--- config.mk ---
export PLATFORM = sky130hd
export DESIGN_NAME = udp_receive_port_demux
export DESIGN_NICKNAME = d
export VERILOG_FILES = /design/src/urpd_pkg.sv /design/src/udp_receive_port_demux.sv /design/src/urpd_front.sv /design/src/urpd_queue.sv /design/src/urpd_back.sv
export SDC_FILE = /design/constraint.sdc
export NUM_CORES = 2
export LEC_CHECK = 0
export ABC_CLOCK_PERIOD_IN_PS = 17300
export BUFFER_PORTS_ARGS = -buffer_cell sky130_fd_sc_hd__buf_2
export CAP_MARGIN = 30
export CORE_AREA = 2 2 219 437
export DETAILED_ROUTE_END_ITERATION = 12
export DIE_AREA = 0 0 221 439
export PLACE_DENSITY = 0.76
export SLEW_MARGIN = 20
export SYNTH_ARGS = -nofsm -noshare
export SYNTH_HDL_FRONTEND = slang
export SYNTH_SLANG_ARGS = --single-unit
--- constraint.sdc ---
create_clock -name clock -period 17.3 [get_ports clock]
set_input_delay 0.865 -clock clock [delete_from_list [all_inputs] [get_ports clock]]
set_output_delay 0.865 -clock clock [all_outputs]
set_load 0.02 [all_outputs]
--- src/urpd_pkg.sv ---
// Shared types, codes and a helper function for the UDP receive port demultiplexer.
`timescale 1ns / 1ps

package urpd_pkg;

   typedef struct packed {
      logic [1:0]  op;
      logic [7:0]  data_byte;
      logic        last;
      logic [31:0] src_ip;
      logic [1:0]  rx_csum_flag;
      logic [15:0] bind_port;
      logic [3:0]  slot_index;
   } req_type;

   typedef struct packed {
      logic [2:0]  status;
      logic [3:0]  slot;
      logic [15:0] local_port;
      logic [15:0] remote_port;
      logic [15:0] payload_length;
   } rsp_type;

   localparam logic [1:0] OP_BYTE   = 2'd0;
   localparam logic [1:0] OP_BIND   = 2'd1;
   localparam logic [1:0] OP_UNBIND = 2'd2;

   localparam logic [2:0] ST_OK        = 3'd0;
   localparam logic [2:0] ST_BAD_LEN   = 3'd1;
   localparam logic [2:0] ST_BAD_CSUM  = 3'd2;
   localparam logic [2:0] ST_NO_LISTEN = 3'd3;
   localparam logic [2:0] ST_PORT_USED = 3'd4;
   localparam logic [2:0] ST_NO_FREE   = 3'd5;
   localparam logic [2:0] ST_SLOT_BUSY = 3'd6;
   localparam logic [2:0] ST_UNBOUND   = 3'd7;

   localparam logic [1:0] FLAG_VALID   = 2'd1;
   localparam logic [1:0] FLAG_INVALID = 2'd2;

   localparam logic CSR_LOCAL_IP = 1'b0;
   localparam logic CSR_OFFLOAD  = 1'b1;

   localparam logic [15:0] HDR_BYTES  = 16'd8;
   localparam logic [15:0] UDP_PROTO  = 16'd17;
   localparam logic [3:0]  CSUM_LAST  = 4'd10;
   localparam int          QUEUE_DEPTH = 2;

   typedef enum logic [1:0] {
      JOB_DGRAM  = 2'd0,
      JOB_BIND   = 2'd1,
      JOB_UNBIND = 2'd2
   } job_kind_type;

   typedef struct packed {
      job_kind_type kind;
      logic [15:0]  byte_count;
      logic [15:0]  hw0;
      logic [15:0]  hw1;
      logic [15:0]  hw2;
      logic [15:0]  hw3;
      logic [15:0]  sum;
      logic [7:0]   odd_byte;
      logic [31:0]  src_ip;
      logic [1:0]   mac_flag;
      logic [15:0]  bind_port;
      logic [3:0]   slot_index;
   } job_type;

   // Ones'-complement 16-bit add with end-around carry.
   function automatic logic [15:0] oc_add(input logic [15:0] s, input logic [15:0] w);
      logic [16:0] t;
      t = {1'b0, s} + {1'b0, w};
      return t[16] ? (t[15:0] + 16'd1) : t[15:0];
   endfunction

endpackage

--- src/udp_receive_port_demux.sv ---
// Top level of the UDP receive port demultiplexer: configuration registers and wiring.
`timescale 1ns / 1ps

// Usage:
// The req_ channel takes one word per cycle while req_ready is high: a datagram
// byte (op 0), a port bind (op 1) or a slot unbind (op 2). Datagram bytes are
// absorbed at one per cycle while req_ready is high and produce a result word on
// rsp_ only with the byte marked last; bind and unbind always produce one result
// word. The csr_ port writes local_ip (index 0) and the checksum offload enable
// (index 1); the user must write them only while the block is idle, which the
// block itself does not enforce. A two-entry job queue separates the byte front
// end from the back end, so bytes keep flowing while the back end finishes an
// earlier verdict. A verdict passes through the checksum finish when computed and
// then the listener table search. A bind by port costs one table search; an
// ephemeral bind costs one search per candidate tried, at most PORT_SLOTS + 1
// candidates. The table search reads one slot per cycle through the port memory.
// Reset clears all listener bindings, the datagram state and the configuration,
// and the ephemeral pointer returns to EPHEMERAL_BASE. When rsp_ready stays low,
// the result register holds, the back end waits, and req_ready drops once the
// queue fills.

module udp_receive_port_demux #(
   parameter int PORT_SLOTS     = 16,
   parameter int EPHEMERAL_BASE = 49152
) (
   input  logic              clock,
   input  logic              reset,
   input  logic              req_valid,
   output logic              req_ready,
   input  urpd_pkg::req_type req_data,
   output logic              rsp_valid,
   input  logic              rsp_ready,
   output urpd_pkg::rsp_type rsp_data,
   input  logic              csr_we,
   input  logic              csr_index,
   input  logic [31:0]       csr_wdata
);
   import urpd_pkg::*;

   logic [31:0] local_ip_ff;
   logic        offload_ff;
   logic        push, full, pop, head_valid;
   job_type     push_job, head_job;

   always_ff @(posedge clock) begin
      if (reset) begin
         local_ip_ff <= '0;
         offload_ff  <= 1'b0;
      end else if (csr_we) begin
         unique case (csr_index)
            CSR_LOCAL_IP: local_ip_ff <= csr_wdata;
            CSR_OFFLOAD:  offload_ff  <= csr_wdata[0];
            default:      offload_ff  <= offload_ff;
         endcase
      end
   end

   urpd_front u_front (
      .clock      (clock),
      .reset      (reset),
      .req_valid  (req_valid),
      .req_ready  (req_ready),
      .req_data   (req_data),
      .push       (push),
      .push_job   (push_job),
      .queue_full (full)
   );

   urpd_queue u_queue (
      .clock      (clock),
      .reset      (reset),
      .push       (push),
      .push_job   (push_job),
      .full       (full),
      .pop        (pop),
      .head_valid (head_valid),
      .head_job   (head_job)
   );

   urpd_back #(
      .PORT_SLOTS     (PORT_SLOTS),
      .EPHEMERAL_BASE (EPHEMERAL_BASE)
   ) u_back (
      .clock           (clock),
      .reset           (reset),
      .head_valid      (head_valid),
      .head_job        (head_job),
      .pop             (pop),
      .local_ip        (local_ip_ff),
      .rx_csum_offload (offload_ff),
      .rsp_valid       (rsp_valid),
      .rsp_ready       (rsp_ready),
      .rsp_data        (rsp_data)
   );

endmodule

--- src/urpd_front.sv ---
// Front end: takes words, tracks the datagram header and running sum, queues jobs.
`timescale 1ns / 1ps

module urpd_front (
   input  logic              clock,
   input  logic              reset,
   input  logic              req_valid,
   output logic              req_ready,
   input  urpd_pkg::req_type req_data,
   output logic              push,
   output urpd_pkg::job_type push_job,
   input  logic              queue_full
);
   import urpd_pkg::*;

   logic [15:0] bc_ff, bc_in;
   logic [15:0] hw_ff [4];
   logic [15:0] hw_in [4];
   logic [15:0] sum_ff, sum_in;
   logic [7:0]  odd_ff, odd_in;
   logic [31:0] src_ff, src_in;
   logic [1:0]  flag_ff, flag_in;
   logic        accept;

   assign req_ready = !queue_full;
   assign accept    = req_valid && req_ready;

   always_comb begin
      bc_in   = bc_ff;
      hw_in   = hw_ff;
      sum_in  = sum_ff;
      odd_in  = odd_ff;
      src_in  = src_ff;
      flag_in = flag_ff;
      if (bc_ff == 16'd0) begin
         src_in  = req_data.src_ip;
         flag_in = req_data.rx_csum_flag;
      end
      if (bc_ff < HDR_BYTES) begin
         if (!bc_ff[0]) begin
            hw_in[bc_ff[2:1]] = {req_data.data_byte, 8'h00};
         end else begin
            hw_in[bc_ff[2:1]][7:0] = req_data.data_byte;
         end
      end else if (bc_ff < hw_ff[2]) begin
         if (!bc_ff[0]) begin
            odd_in = req_data.data_byte;
         end else begin
            sum_in = oc_add(sum_ff, {odd_ff, req_data.data_byte});
         end
      end
      if (bc_ff != 16'hFFFF) begin
         bc_in = bc_ff + 16'd1;
      end
   end

   always_comb begin
      push_job            = '0;
      push_job.byte_count = bc_in;
      push_job.hw0        = hw_in[0];
      push_job.hw1        = hw_in[1];
      push_job.hw2        = hw_in[2];
      push_job.hw3        = hw_in[3];
      push_job.sum        = sum_in;
      push_job.odd_byte   = odd_in;
      push_job.src_ip     = src_in;
      push_job.mac_flag   = flag_in;
      push_job.bind_port  = req_data.bind_port;
      push_job.slot_index = req_data.slot_index;
      case (req_data.op)
         OP_BIND:   push_job.kind = JOB_BIND;
         OP_UNBIND: push_job.kind = JOB_UNBIND;
         default:   push_job.kind = JOB_DGRAM;
      endcase
      push = accept && ((req_data.op == OP_BIND) || (req_data.op == OP_UNBIND) ||
                        (req_data.op == OP_BYTE && req_data.last));
   end

   always_ff @(posedge clock) begin
      if (reset) begin
         bc_ff   <= '0;
         hw_ff   <= '{default: '0};
         sum_ff  <= '0;
         odd_ff  <= '0;
         src_ff  <= '0;
         flag_ff <= '0;
      end else if (accept && req_data.op == OP_BYTE) begin
         src_ff  <= src_in;
         flag_ff <= flag_in;
         if (req_data.last) begin
            bc_ff  <= '0;
            hw_ff  <= '{default: '0};
            sum_ff <= '0;
            odd_ff <= '0;
         end else begin
            bc_ff  <= bc_in;
            hw_ff  <= hw_in;
            sum_ff <= sum_in;
            odd_ff <= odd_in;
         end
      end
   end

endmodule

--- src/urpd_queue.sv ---
// Short job queue between the front end and the back end.
`timescale 1ns / 1ps

module urpd_queue (
   input  logic              clock,
   input  logic              reset,
   input  logic              push,
   input  urpd_pkg::job_type push_job,
   output logic              full,
   input  logic              pop,
   output logic              head_valid,
   output urpd_pkg::job_type head_job
);
   import urpd_pkg::*;

   localparam int PW = (QUEUE_DEPTH > 1) ? $clog2(QUEUE_DEPTH) : 1;
   localparam int CW = $clog2(QUEUE_DEPTH + 1);

   job_type        entry_ff [QUEUE_DEPTH];
   logic [PW-1:0]  wr_ff, rd_ff;
   logic [CW-1:0]  count_ff;
   logic           do_pop;

   assign full       = (count_ff == CW'(QUEUE_DEPTH));
   assign head_valid = (count_ff != '0);
   assign head_job   = entry_ff[rd_ff];
   assign do_pop     = pop && head_valid;

   always_ff @(posedge clock) begin
      if (push) begin
         entry_ff[wr_ff] <= push_job;
      end
   end

   always_ff @(posedge clock) begin
      if (reset) begin
         wr_ff    <= '0;
         rd_ff    <= '0;
         count_ff <= '0;
      end else begin
         if (push) begin
            wr_ff <= (wr_ff == PW'(QUEUE_DEPTH - 1)) ? '0 : wr_ff + PW'(1);
         end
         if (do_pop) begin
            rd_ff <= (rd_ff == PW'(QUEUE_DEPTH - 1)) ? '0 : rd_ff + PW'(1);
         end
         if (push && !do_pop) begin
            count_ff <= count_ff + CW'(1);
         end else if (do_pop && !push) begin
            count_ff <= count_ff - CW'(1);
         end
      end
   end

endmodule

--- src/urpd_back.sv ---
// Back end: checksum finish, port table search, bind and unbind, result register.
`timescale 1ns / 1ps

module urpd_back #(
   parameter int PORT_SLOTS     = 16,
   parameter int EPHEMERAL_BASE = 49152
) (
   input  logic              clock,
   input  logic              reset,
   input  logic              head_valid,
   input  urpd_pkg::job_type head_job,
   output logic              pop,
   input  logic [31:0]       local_ip,
   input  logic              rx_csum_offload,
   output logic              rsp_valid,
   input  logic              rsp_ready,
   output urpd_pkg::rsp_type rsp_data
);
   import urpd_pkg::*;

   localparam int SW = (PORT_SLOTS > 1) ? $clog2(PORT_SLOTS) : 1;
   localparam int CW = $clog2(PORT_SLOTS + 1);
   localparam logic [15:0] EPH_BASE = 16'(EPHEMERAL_BASE);

   typedef enum logic [2:0] {
      S_IDLE, S_CSUM, S_SCAN, S_UNB_RD, S_FINISH
   } state_type;

   typedef enum logic [1:0] {
      M_LOOKUP, M_INUSE, M_EPH
   } mode_type;

   state_type       state_ff;
   mode_type        mode_ff;
   job_type         job_ff;
   logic [15:0]     tgt_ff, start_ff, eph_ff, total_ff, plen_ff;
   logic [3:0]      step_ff;
   logic [CW-1:0]   iss_ff;
   logic            cmp_vld_ff;
   logic [SW-1:0]   cmp_idx_ff;
   logic            valid_ff [PORT_SLOTS];
   rsp_type         res_ff, rsp_ff;
   logic            rsp_valid_ff;

   logic [15:0]     port_mem [PORT_SLOTS];
   logic [15:0]     rd_data_ff;
   logic [SW-1:0]   rd_addr, job_si, head_si;
   logic            mem_we;
   logic            hit, scan_end, head_in_range, job_in_range;
   logic [15:0]     term, sum_next, eph_adv;
   logic [16:0]     eph_inc;

   assign rsp_valid = rsp_valid_ff;
   assign rsp_data  = rsp_ff;
   assign pop       = (state_ff == S_IDLE) && head_valid;

   assign head_si       = SW'(head_job.slot_index);
   assign job_si        = SW'(job_ff.slot_index);
   assign head_in_range = int'(head_job.slot_index) < PORT_SLOTS;
   assign job_in_range  = int'(job_ff.slot_index) < PORT_SLOTS;

   assign hit      = cmp_vld_ff && valid_ff[cmp_idx_ff] && (rd_data_ff == tgt_ff);
   assign scan_end = cmp_vld_ff && (cmp_idx_ff == SW'(PORT_SLOTS - 1));
   assign mem_we   = (state_ff == S_SCAN) && (mode_ff != M_LOOKUP) && scan_end && !hit;

   always_comb begin
      case (state_ff)
         S_SCAN:  rd_addr = SW'(iss_ff);
         S_IDLE:  rd_addr = head_si;
         default: rd_addr = job_si;
      endcase
   end

   // Next ephemeral candidate, wrapping back to the base.
   always_comb begin
      eph_inc = {1'b0, eph_ff} + 17'd1;
      eph_adv = (eph_inc[16] || eph_inc[15:0] < EPH_BASE) ? EPH_BASE : eph_inc[15:0];
   end

   // Trailing odd byte, UDP header words and pseudo-header terms, one per step.
   always_comb begin
      case (step_ff)
         4'd0:    term = job_ff.hw2[0] ? {job_ff.odd_byte, 8'h00} : 16'h0000;
         4'd1:    term = job_ff.hw0;
         4'd2:    term = job_ff.hw1;
         4'd3:    term = job_ff.hw2;
         4'd4:    term = job_ff.hw3;
         4'd5:    term = job_ff.src_ip[31:16];
         4'd6:    term = job_ff.src_ip[15:0];
         4'd7:    term = local_ip[31:16];
         4'd8:    term = local_ip[15:0];
         4'd9:    term = UDP_PROTO;
         default: term = job_ff.hw2;
      endcase
      sum_next = oc_add(total_ff, term);
   end

   always_ff @(posedge clock) begin
      if (mem_we) begin
         port_mem[job_si] <= tgt_ff;
      end
      rd_data_ff <= port_mem[rd_addr];
   end

   always_ff @(posedge clock) begin
      if (reset) begin
         state_ff     <= S_IDLE;
         rsp_valid_ff <= 1'b0;
         valid_ff     <= '{default: 1'b0};
         eph_ff       <= EPH_BASE;
         cmp_vld_ff   <= 1'b0;
         iss_ff       <= '0;
      end else begin
         if (rsp_valid_ff && rsp_ready) begin
            rsp_valid_ff <= 1'b0;
         end
         unique case (state_ff)
            S_IDLE: begin
               if (head_valid) begin
                  job_ff     <= head_job;
                  res_ff     <= '0;
                  iss_ff     <= '0;
                  cmp_vld_ff <= 1'b0;
                  res_ff.slot <= head_job.slot_index;
                  unique case (head_job.kind)
                     JOB_DGRAM: begin
                        res_ff.slot        <= '0;
                        res_ff.local_port  <= head_job.hw1;
                        res_ff.remote_port <= head_job.hw0;
                        tgt_ff             <= head_job.hw1;
                        mode_ff            <= M_LOOKUP;
                        plen_ff            <= head_job.hw2 - HDR_BYTES;
                        total_ff           <= head_job.sum;
                        step_ff            <= '0;
                        if (head_job.byte_count < HDR_BYTES || head_job.hw2 < HDR_BYTES ||
                            head_job.hw2 > head_job.byte_count) begin
                           res_ff.status <= ST_BAD_LEN;
                           state_ff      <= S_FINISH;
                        end else begin
                           res_ff.payload_length <= head_job.hw2 - HDR_BYTES;
                           if (head_job.hw3 == 16'd0) begin
                              state_ff <= S_SCAN;
                           end else if (rx_csum_offload &&
                                        head_job.mac_flag == FLAG_INVALID) begin
                              res_ff.status <= ST_BAD_CSUM;
                              state_ff      <= S_FINISH;
                           end else if (rx_csum_offload &&
                                        head_job.mac_flag == FLAG_VALID) begin
                              state_ff <= S_SCAN;
                           end else begin
                              state_ff <= S_CSUM;
                           end
                        end
                     end
                     JOB_BIND: begin
                        if (!head_in_range || valid_ff[head_si]) begin
                           res_ff.status <= ST_SLOT_BUSY;
                           state_ff      <= S_FINISH;
                        end else if (head_job.bind_port != 16'd0) begin
                           tgt_ff   <= head_job.bind_port;
                           mode_ff  <= M_INUSE;
                           state_ff <= S_SCAN;
                        end else begin
                           tgt_ff   <= eph_ff;
                           start_ff <= eph_ff;
                           eph_ff   <= eph_adv;
                           mode_ff  <= M_EPH;
                           state_ff <= S_SCAN;
                        end
                     end
                     JOB_UNBIND: begin
                        if (!head_in_range || !valid_ff[head_si]) begin
                           res_ff.status <= ST_UNBOUND;
                           state_ff      <= S_FINISH;
                        end else begin
                           state_ff <= S_UNB_RD;
                        end
                     end
                     default: begin
                        state_ff <= S_IDLE;
                     end
                  endcase
               end
            end
            S_CSUM: begin
               total_ff <= sum_next;
               step_ff  <= step_ff + 4'd1;
               if (step_ff == CSUM_LAST) begin
                  if (sum_next == 16'hFFFF) begin
                     state_ff <= S_SCAN;
                  end else begin
                     res_ff.status <= ST_BAD_CSUM;
                     state_ff      <= S_FINISH;
                  end
               end
            end
            S_SCAN: begin
               if (iss_ff < CW'(PORT_SLOTS)) begin
                  iss_ff     <= iss_ff + CW'(1);
                  cmp_vld_ff <= 1'b1;
                  cmp_idx_ff <= SW'(iss_ff);
               end else begin
                  cmp_vld_ff <= 1'b0;
               end
               if (hit) begin
                  unique case (mode_ff)
                     M_LOOKUP: begin
                        res_ff.status <= ST_OK;
                        res_ff.slot   <= 4'(cmp_idx_ff);
                        state_ff      <= S_FINISH;
                     end
                     M_INUSE: begin
                        res_ff.status     <= ST_PORT_USED;
                        res_ff.local_port <= tgt_ff;
                        state_ff          <= S_FINISH;
                     end
                     default: begin
                        if (eph_ff == start_ff) begin
                           res_ff.status <= ST_NO_FREE;
                           state_ff      <= S_FINISH;
                        end else begin
                           // Candidate taken: move on to the next one and rescan.
                           tgt_ff     <= eph_ff;
                           eph_ff     <= eph_adv;
                           iss_ff     <= '0;
                           cmp_vld_ff <= 1'b0;
                        end
                     end
                  endcase
               end else if (scan_end) begin
                  state_ff <= S_FINISH;
                  if (mode_ff == M_LOOKUP) begin
                     res_ff.status <= ST_NO_LISTEN;
                  end else begin
                     valid_ff[job_si]  <= 1'b1;
                     res_ff.status     <= ST_OK;
                     res_ff.local_port <= tgt_ff;
                  end
               end
            end
            S_UNB_RD: begin
               valid_ff[job_si]  <= 1'b0;
               res_ff.status     <= ST_OK;
               res_ff.local_port <= rd_data_ff;
               state_ff          <= S_FINISH;
            end
            S_FINISH: begin
               if (!rsp_valid_ff || rsp_ready) begin
                  rsp_ff       <= res_ff;
                  rsp_valid_ff <= 1'b1;
                  state_ff     <= S_IDLE;
               end
            end
            default: begin
               state_ff <= S_IDLE;
            end
         endcase
      end
   end

   // Payload length register that the datagram path does not otherwise read.
   logic unused_plen;
   assign unused_plen = ^plen_ff;

endmodule
Yosys cells after proc, flatten, opt, wreduce, memory -nomap -nowiden:

Memory sizes are Yosys's and may differ from the RTL's. A register that Yosys moved wholly into a read port is not among the register bits.
Index checks and enable logic that the tools add are counted.

* bits in registers: 493
* latch bits: 0
* bits in writable memories: 576
* memory bits (read-only): 0
* input bits: 103
* output and inout bits: 57
* logic and storage cells: 343
* memories kept: 2

Memory list
* u_queue.entry_ff: words 2, width 160, rd ports 1, clocked after Yosys merged registers in 1, wr ports 1, RTL line urpd_queue.sv:19 `job_type entry_ff [QUEUE_DEPTH];`
* u_back.port_mem: words 16, width 16, rd ports 1, clocked after Yosys merged registers in 1, wr ports 1, RTL line urpd_back.sv:45 `logic [15:0] port_mem [PORT_SLOTS];`

* $add $sub $neg: 13
* multipliers: 0
* divide/modulo/power cells: 0
* order comparisons: 13
* equality and inequality tests: 49
* shift operators: 0
* muxes and demuxes: 131
* bitwise logic cells: 12
* reduce and logical (&&, ||, !) cells: 65

Operators by type and width (number)
* 2-to-1 mux 16 bit: 34
* 2-to-1 mux 64 bit: 3
* case mux 16 bit (2 select lines): 5
* case mux 16 bit (9 select lines): 1
* bitwise mux 64 bit: 2
* 2-to-1 mux 3 bit: 22
* demux 16 bit (select 2 bit): 2
* 2-to-1 mux 55 bit: 1
* 2-to-1 mux 52 bit: 1
* adder 16 x 1 -> 16 bit (second input constant): 3
* less-than comparator 16 x 4 -> 1 bit (second input constant): 3
* case mux 16 bit (3 select lines): 1
* 2-to-1 mux 8 bit: 5
* adder 16 x 16 -> 17 bit: 2
* equality test 16 bit: 2
* logical NOT 16 bit: 2
* 2-to-1 mux 32 bit: 1
* 2-to-1 mux 5 bit: 5
* case mux 4 bit (2 select lines): 3
* != test 2 bit (second input constant): 11
* 2-to-1 mux 1 bit: 21
* logical AND 1 bit: 19
* case mux 3 bit (3 select lines): 2
* adder 16 x 1 -> 17 bit (second input constant): 1
* 64 further kinds: 131

Longest topological paths before layout:

* depth after elaboration: 10
* mapped depth: 22
* gate-level depth less buffers: 20

Modules after synthesis:

Synthesis repeated with hierarchy kept, for this count alone.

* cells, all modules: 3493
* area total of the unflattened synthesis: 47829.6 sq um

Modules (own cells, without submodules)
* urpd_back: times used 1, cells each 1742, area an instance 25464.4 sq um, sequential area each 17136.4 sq um
* urpd_queue: times used 1, cells each 520, area an instance 12160.4 sq um, sequential area each 9709.3 sq um
* urpd_front: times used 1, cells each 1082, area an instance 8590.7 sq um, sequential area each 2762.6 sq um
* udp_receive_port_demux: times used 1, cells each 149, area an instance 1614.0 sq um, sequential area each 660.6 sq um

Least setup slack after synthesis:

OpenSTA, ideal clock, no wires.

* path kind: input to register
* from: input req_data[63] (netlist name)
* to: memory u_queue.entry_ff[0][0] (netlist name), enable pin
* library setup time: 0.876 ns
* arrival: 12.001 ns
* data required time: 16.424 ns
* path slack: 4.422 ns
* stages: 4
* path buffers: 0
* cell sequence: inv_1 -> ha_1 -> a21oi_1 -> nor3_1

* word-level cells in the longest chain between the ends: 6
* elaborated cells on any way between the ends: 9
* classes of those cells: eq/ne: 2; mux: 2; reduce/logical: 5

RTL lines
* from (decl): RTL line udp_receive_port_demux.sv:30 `input urpd_pkg::req_type req_data,`
* equality test 2 x 1 -> 1 bit, or another cell as far along: RTL line urpd_front.sv:75 `push = accept && ((req_data.op == OP_BIND) || (req_data.op == OP_UNBIND) ||`
* logical OR 1 bit / logical AND 1 bit (equally long branches): RTL line urpd_front.sv:75, urpd_front.sv:76
* logical OR 1 bit (*): RTL line urpd_front.sv:75
* logical AND 1 bit (*): RTL line urpd_front.sv:75
* 2-to-1 mux 1 bit (*): RTL line urpd_queue.sv:30 `if (push) begin`
* 2-to-1 mux 1 bit (not written as such) (*): RTL line urpd_queue.sv:31 `entry_ff[wr_ff] <= push_job;`
* to (decl): RTL line urpd_queue.sv:19

Mark *: on every way between the ends. The rest lies on a longest branch, timed or not.

Worst setup path after layout:

* from: register u_back.step_ff[2]
* to: register u_back.res_ff[54] (netlist name), enable pin

* word-level cells in the longest chain between the ends: 8
* elaborated cells on any way between the ends: 18
* classes of those cells: add/sub: 2; eq/ne: 12; mux: 2; reduce/logical: 2

RTL lines
* from (decl): RTL line urpd_back.sv:37 `logic [3:0] step_ff;`
* from (signal assigned): RTL line urpd_back.sv:187 `step_ff <= step_ff + 4'd1;`
* equality test 4 bit, or another cell as far along: RTL line urpd_back.sv:82 `case (step_ff)`
* case mux 16 bit (9 select lines): RTL line urpd_back.sv:82
* adder 16 x 16 -> 17 bit: RTL line urpd_pkg.sv:72 `t = {1'b0, s} + {1'b0, w};`
* adder 16 x 1 -> 16 bit: RTL line urpd_pkg.sv:73 `return t[16] ? (t[15:0] + 16'd1) : t[15:0];`
* 2-to-1 mux 16 bit: RTL line urpd_pkg.sv:73
* equality test 16 bit: RTL line urpd_back.sv:189 `if (sum_next == 16'hFFFF) begin`
* != test 2 bit (no source line)
* AND reduction 7 bit (no source line) (*)
* to (decl): RTL line urpd_back.sv:42 `rsp_type res_ff, rsp_ff;`

Marks and branches as above.
A chain may end at the register's enable or synchronous reset.

==> impl_results.md <==
- Outcome: finished, final reports clean
- CP Capture Type: register
- Hold buffers post-CTS: 0
- Core area: 0.09370 mm2
- Part of the power in registers: 0.445
- CP startpoint kind: register
- Post-synthesis sequential area ratio: 0.6494
- Global-route wire length before repair: 192.7 mm
- P_sw: 0.002707 W
- CP required: 17740 ps
- Post-Place Cells: 4892
- Post-cts sizing count: 0
- PwrDens: 149.6 mW/mm2
- Setup TNS: 0 ps
- Area of placed instances: 0.04878 mm2
- Overall Global Routing Usage: 0.2689
- Drt wl/cell: 26.24 um
- Max cap viols: 0
- # IOs: 160
- Crit path max fanout: 16
- CTS HTree Levels: 3
- Net Count, Synth: 3858
- Clock power frac: 0.267
- Root Driver: clkbuf_16
- Critical path depth: 19
- Number of buffers created by CTS: 88
- Critical Setup Path Class: register to register
- Worst hold endpoint: u_queue.entry_ff[1][13]
- Worst Hold Class: primary input to register
- Filler cells: 7540
- WP buf/inv: 3
- Area delta synth->final: 11.15%
- Cells after synthesis: 3670
- GP Congestion: 0.9712
- Post-route cell area: 0.05181 mm2
- CTS tree: done
- Max-slew headroom: 0.2878
- Proportion of layout cells with a drive suffix above 1: 0.1585
- RSZ-0062 raised after global routing: no
- Syn Area/Cell: 12.70 um2
- IO Port Bufs: 159
- Final HPWL DP: 93.47 mm
- Vias per cell: 6.098
- Via count: 30.89k
- Synthesized flop and latch total: 1086
- Layout Nets: 3967
- Clock slew at reported path FFs: 70 ps
- Initial antenna violation count: 8
- Die height: 439 um
- Die footprint: 0.09702 mm2
- Switch share: 0.3495
- Number of routed nets with antenna violations: 0
- Sequence of cells on the critical path: inv_1 > nor2_1 > and2_1 > a221oi_1 > a31oi_1 > ha_1 > inv_1 > fa_1 > nand3b_1 > a21oi_1 > nor2_1 > o41ai_2 > buf_4 > nor4b_2 > or4b_1 > xor2_1 > nand4_1 > nor3_1 > nor2_1
- Most frequent cell on the critical path: nor2_1
- Fin cells: 5066
- Detailed Routing Iterations Pass 1: 8
- P_int: 0.005040 W
- Worst Min Path Start: req_data[13]
- Post CTS Setup Buffer Count: 0
- Setup violators final: 0
- Largest net degree at the start of global routing: 156
- Combinational power share: 0.287
- Fin. max-slew vios: 0
- Max rail drop VDD: 0.1519 mV
- Hold Crit Depth: 1
- Post-synth ARST share: 0
- 1st-iter DRT viols: 2914
- Main synth FF type: edfxtp_1
- Remaining global-route overflow: 0
- FF-to-FF path depth: 19
- Post-synth EDFFs: 852
- Critical Path AT: 6660 ps
- Flop2flop setup slack: 11070 ps
- Clock Latency Late Sink: 700 ps
- F_max: 160.6 MHz
- Worst slew pin tran: 1039 ps
- Util after Layout: 0.5529
- Syn. warnings: 0
- Minimum clock period: 6226 ps
- WL final: 132.9 mm
- Final Hold Fails: 0
- Clock skew: 29.72 ps
- Initial Util: 0.4974
- Clk buf depth: 3
- Post-synthesis cell area: 0.04661 mm2
- Tcrit/Tclk final: 0.3599
- Core Rows: 159
- Clk sink count: 1086
- Die X: 221 um
- Max incr delay on CP: 640 ps
- Critical R2R Capture: u_back.res_ff[54]
- Residual DRC: 0
- Cell family with most CP delay: simple AND/OR/NAND/NOR gates
- Worst flop-to-flop path startpoint: u_back.step_ff[2]
- Yosys cell types: 85
- Leakage power: 17.58 nW
- Number of global-route vias before repair: 30.64k
- Slowest-stage cell, CP: and2_1
-- worst max path at each step --
stage	to	start
floorplan	u_queue.entry_ff[0][0]	req_data[63]
global placement	u_back.res_ff[52]	u_back.step_ff[2]
detailed placement	u_back.res_ff[54]	u_back.step_ff[2]
CTS	u_back.res_ff[54]	u_back.step_ff[2]
global route	u_back.res_ff[54]	u_back.step_ff[0]
finish	u_back.res_ff[54]	u_back.step_ff[2]
-- per-layer routing --
layer | global-route usage | up-vias | part of all wire
met5 | 0 | - | 0.00029
met4 | 0.2244 | 6 | 0.093
met3 | 0.03906 | 396 | 0.052
met2 | 0.4927 | 1199 | 0.53
met1 | 0.2665 | 15303 | 0.33
li1 | - | 13987 | -
-- state kept, by name, summed over array words and instances, names as in the netlist, 3 cells and up, named ones only --
signal             count
u_back.step_ff         4
u_back.cmp_idx_ff      4
u_front.src_ff        32
u_front.hw_ff         64
u_front.bc_ff         16
u_back.job_ff        104
u_back.iss_ff          5
u_front.odd_ff         8
u_front.sum_ff        16
u_back.total_ff       16
u_back.rd_data_ff     16
local_ip_ff           32
u_back.job_si          4
u_back.res_ff         55
u_queue.entry_ff     320
u_back.state_ff        3
u_back.port_mem      256
u_back.rsp_data       55
u_back.start_ff       16
u_back.eph_ff         16
u_back.tgt_ff         16
-- synth_stat cells (22+ instances only) --
| cell | number | area, um2 |
|---|---|---|
| dfxtp_1 | 234 | 4684 |
| a311oi_1 | 37 | 324.1 |
| nor3_1 | 34 | 170.2 |
| nor4_1 | 27 | 168.9 |
| and3_1 | 30 | 187.7 |
| nand3_1 | 61 | 305.3 |
| nor2b_1 | 22 | 137.6 |
| nand2b_1 | 23 | 143.9 |
| mux2i_1 | 85 | 850.8 |
| inv_1 | 81 | 304.0 |
| buf_2 | 27 | 135.1 |
| ha_1 | 83 | 1039 |
| a22oi_1 | 136 | 1021 |
| nand4_1 | 37 | 231.5 |
| xor2_1 | 59 | 516.8 |
| nand2_1 | 388 | 1456 |
| edfxtp_1 | 852 | 25580 |
| o21ai_0 | 120 | 600.6 |
| mux2_2 | 172 | 1937 |
| a31oi_1 | 48 | 300.3 |
| a211oi_1 | 108 | 810.8 |
| a22o_1 | 32 | 280.3 |
| a21oi_1 | 176 | 880.8 |
| xnor2_1 | 60 | 525.5 |
| clkbuf_1 | 165 | 619.3 |
| nor2_1 | 259 | 972.2 |
| and2_1 | 74 | 462.9 |
-- layout by cell type, fill, tap and decap left out, types with 107 or more instances in the layout --
master	instances
a211oi_1	107
a21oi_1	175
a22oi_1	136
buf_2	160
dfxtp_1	232
edfxtp_1	852
mux2_2	172
nand2_1	388
nor2_1	256
o21ai_0	119
-- kinds of logic after synthesis --
group,share of synthesized area
flip-flops,0.6494
AND/OR/NAND/NOR,0.1037
adder cells (fa/ha/maj),0.02314
AO/OA/AOI/OAI,0.1137
XOR/XNOR,0.02287
multiplexers,0.06263
buffers and inverters,0.02456
-- through the flow --
| stage | hold WS (ps) | worst slack, ps | total power (W) |
|---|---|---|---|
| 6_report | 365.0 | 11070 | 0.007748 |
| 3_3_place_gp | 401.3 | 11190 | 0.005657 |
| 3_5_place_dp | 404.5 | 11200 | 0.005698 |
| 2_1_floorplan | 400.3 | 4422 | 0.004910 |
| 4_1_cts | 314.9 | 11140 | 0.007759 |
| 5_1_grt | 340.3 | 10590 | 0.008032 |
-- layout make-up --
class	count	area (um2)	area share
Tap cell	1207	1510	0.02915
Sequential cell	1086	30270	0.5844
Clock buffer	119	2529	0.04881
Antenna cell	5	12.51	0.0002415
Timing Repair Buffer	232	1369	0.02642
Inverter	81	304.0	0.005869
Multi-Input combinational cell	2290	15350	0.2963
Clock inverter	46	457.9	0.008840
-- power by group through the flow --
stage,Sequential (W),Combinational [W],Clock (W)
after floorplan,0.00341,0.00150,0
after global placement,0.00350,0.00216,0
after detailed placement,0.00350,0.00220,0
after CTS,0.00344,0.00222,0.00210
after global routing,0.00346,0.00239,0.00218
final,0.00345,0.00223,0.00207
-- worst reg2reg max path: cells and delay by family (launching register included) --
kind	cells	cell delay, ps
XOR/XNOR	1	210
AND/OR/NAND/NOR	9	2780
AO/OA/AOI/OAI	4	1310
flip-flops	1	550
adder cells (fa/ha/maj)	2	660
buffers and inverters	3	450
No activity file was read; power rests on OpenSTA's default activity.
